## config.mk

```make
export PLATFORM = sky130hd
export DESIGN_NAME = ent_ram
export DESIGN_NICKNAME = d
export VERILOG_FILES = /design/src/ent_ram.sv
export SDC_FILE = /design/constraint.sdc
export NUM_CORES = 1
export LEC_CHECK = 0
export BUFFER_PORTS_ARGS = -buffer_cell sky130_fd_sc_hd__buf_2
export CORE_UTILIZATION = 30
export DETAILED_ROUTE_END_ITERATION = 7
export PLACE_DENSITY_LB_ADDON = 0.08
export SLEW_MARGIN = 40
export SYNTH_ARGS = -nofsm -noshare
export SYNTH_HDL_FRONTEND = slang
export SYNTH_SLANG_ARGS = --single-unit
```

## constraint.sdc

```tcl
create_clock -name i_clk -period 2.4 [get_ports i_clk]
set_input_delay 0.24 -clock i_clk [delete_from_list [all_inputs] [get_ports i_clk]]
set_output_delay 0.24 -clock i_clk [all_outputs]
set_load 0.005 [all_outputs]
```

## src/ent_ram.sv

```systemverilog
// Generic single-port-write, single-port-read RAM with registered read data.
module ent_ram #(
    parameter int WIDTH = 8,
    parameter int DEPTH = 16
) (
    input  logic                     i_clk,
    input  logic                     i_we,
    input  logic [$clog2(DEPTH)-1:0] i_waddr,
    input  logic [WIDTH-1:0]         i_wdata,
    input  logic [$clog2(DEPTH)-1:0] i_raddr,
    output logic [WIDTH-1:0]         o_rdata
);
    logic [WIDTH-1:0] r_mem [DEPTH];

    always_ff @(posedge i_clk) begin
        if (i_we) begin
            r_mem[i_waddr] <= i_wdata;
        end
        o_rdata <= r_mem[i_raddr];
    end
endmodule

```

==> metrics.txt <==
IO Pins 26; Hold Crit Class primary input to flop; Synth cell types 19; Reg area 4000 um2; max-cap viol count 0; gr busiest metal met2; met3 usage in global routing 4.18%; DR pass1 iterations 4; Clock transition at path regs 0.06 ns; synthesized cell area 5150 um2; RD Place Congestion 0.668; worst slew pin tran 0.500 ns; layout cells sized above 1 32.6%; sequential share of the synthesized area 77.8%; Highest Clock Rate 687 MHz; GRT met2 Usage 21.6%; iteration-0 DRC count of the detailed router 237; post-CTS setup buffers 0; core area 16600 um2; EDFF count, synth 128; PortBufs 25; Die Width 133 um; Post-CTS Hold Buffers 0; initial antenna violation count 0; fill count 1526; Pwr Density 909 nW/um2; Die Ht 133 um; flops & latches, synth 136; final WL 11500 um; outcome finished clean; nature of the critical path endpoint flop; Setup violations, final 0; leak pwr 2.12 nW; # DRC 0; Final HPWL DP 7410 um; Data arrival, critical path 1.75 ns; Final Max Slew Viols 0; Crit Path Category flop to flop; relative slew slack 66.7%; final core utilization 37.8%; commonest non-fill, non-tap cell in the layout edfxtp_1; top post-synthesis cells by area edfxtp_1 (75%), mux4_2 (7.9%), mux4_1 (7.1%), dfxtp_1 (3.1%), a22oi_1 (2.3%); first-pass GRT wire length 17100 um; Syn Area/Cell 22.5 um2; VDD IR-drop max 479 uV; Detail Route Antenna Nets 0; CTS Sinks 136; clk_lat worst skew 0.42 ns; M1 GR Usage 19.4%; Yosys top cell area share 74.7%; root buf cell clkbuf_16; CTS max path bufs 2; Via density 4.72; largest net degree at the start of global routing 17; Post-layout nets 303; Primary FF master, synth edfxtp_1; Hold Vio Cnt, Final 0; Final Cycle Share 60.7%; area delta synth->final 22.1%; Num CTS Buffers 17; total number of vias 2445; yosys warns 0; Initial Utilization 30.9%; Startpoint Class flop; FP Rows 47; RSZ-0062 raised after global routing false; setup TNS 0 ns; ys async rst share 0%; vias in the first global route 2531; area occupied by multi-input gates 1060 um2; Synth area leader edfxtp_1; routed len/inst 22.3 um; global-route usage over all layers 14.4%; post-cts gate resize count 0; cells after synthesis 229; Critical Path RT 2.69 ns; worst-path fanout max 1; most frequent cells in the layout edfxtp_1 (128), buf_2 (25), buf_4 (20); global route overflow 0; TritonCTS clock tree built; H-tree Lvls 4; clk_skew 0.00403 ns; ant diodes 0; Post-Syn Nets 247; die area 17700 um2; fin crit period 1.46 ns
## power breakdown
group	leakage (nW)	internal (mW)	switching, mW
registers	1.22	2.66	0.0168
logic	0.595	0.110	0.147
clock network	0.301	1.83	0.951
total	2.12	4.60	1.12
## per-stage QoR
stage	power (mW)	hold WS (ns)	instance area [um2]	setup slack, ns	std cells
final	5.71	0.213	6290	0.944	518
after global routing	5.89	0.217	6290	0.868	518
after CTS	5.77	0.207	6290	0.914	518
after detailed placement	2.99	0.618	5650	0.470	486
after global placement	2.99	0.625	5650	0.454	486
after floorplan	2.85	0.339	5150	0.667	229
## cell usage after synthesis (2+ instances only)
cell type	instances
nor2_1	13
mux4_2	18
buf_6	3
dfxtp_1	8
nor3_1	4
nand3b_1	2
nand2_1	9
a22oi_1	16
nand2b_1	2
clkdlybuf4s25_2	3
buf_2	3
edfxtp_1	128
mux4_1	14
## registers in the layout, summed over array words and instances (netlist names)
signal / count
r_mem: 128
o_rdata: 8
## cell type report
type / count / area share (%)
Multi-Input combinational cell: 83 / 16.8
Clock inverter: 14 / 3.26
Clock buffer: 18 / 6.83
Sequential cell: 136 / 63.7
Tap cell: 220 / 4.38
Timing Repair Buffer: 47 / 5.02
## logic make-up (layout without fill, tap and decap cells)
| family | after synthesis | count (layout) | synth area share, % |
|---|---|---|---|
| mux | 32 | 32 | 15.0 |
| simple gates | 35 | 35 | 3.18 |
| buf+inv | 10 | 79 | 1.68 |
| flops | 136 | 136 | 77.8 |
| compound gates | 16 | 16 | 2.33 |
## critical path, stage by stage, from the launching register on
cell and delay [ns]:
edfxtp_1 0.39, mux4_1 0.51, a22oi_1 0.35, nand2_1 0.08
## metal layers
| metal | vias to the layer above | wire length, um |
|---|---|---|
| li1 | 1085 | - |
| met1 | 1299 | 5670 |
| met2 | 46 | 5320 |
| met3 | 15 | 360 |
| met4 | 0 | 193 |
| met5 | - | 0 |
## final timing paths
| kind | endpoint | cells past startpoint | from | slack, ns |
|---|---|---|---|---|
| setup / recovery | o_rdata[4] | 3 | r_mem[8][4] | 0.94 |
| hold / removal | r_mem[11][6] | 1 | i_wdata[6] | 0.21 |
| setup reg to reg | o_rdata[4] | 3 | r_mem[8][4] | 0.94 |
| hold reg to reg | o_rdata[2] | 3 | r_mem[4][2] | 0.67 |
No activity file was read; power rests on OpenSTA's default activity.
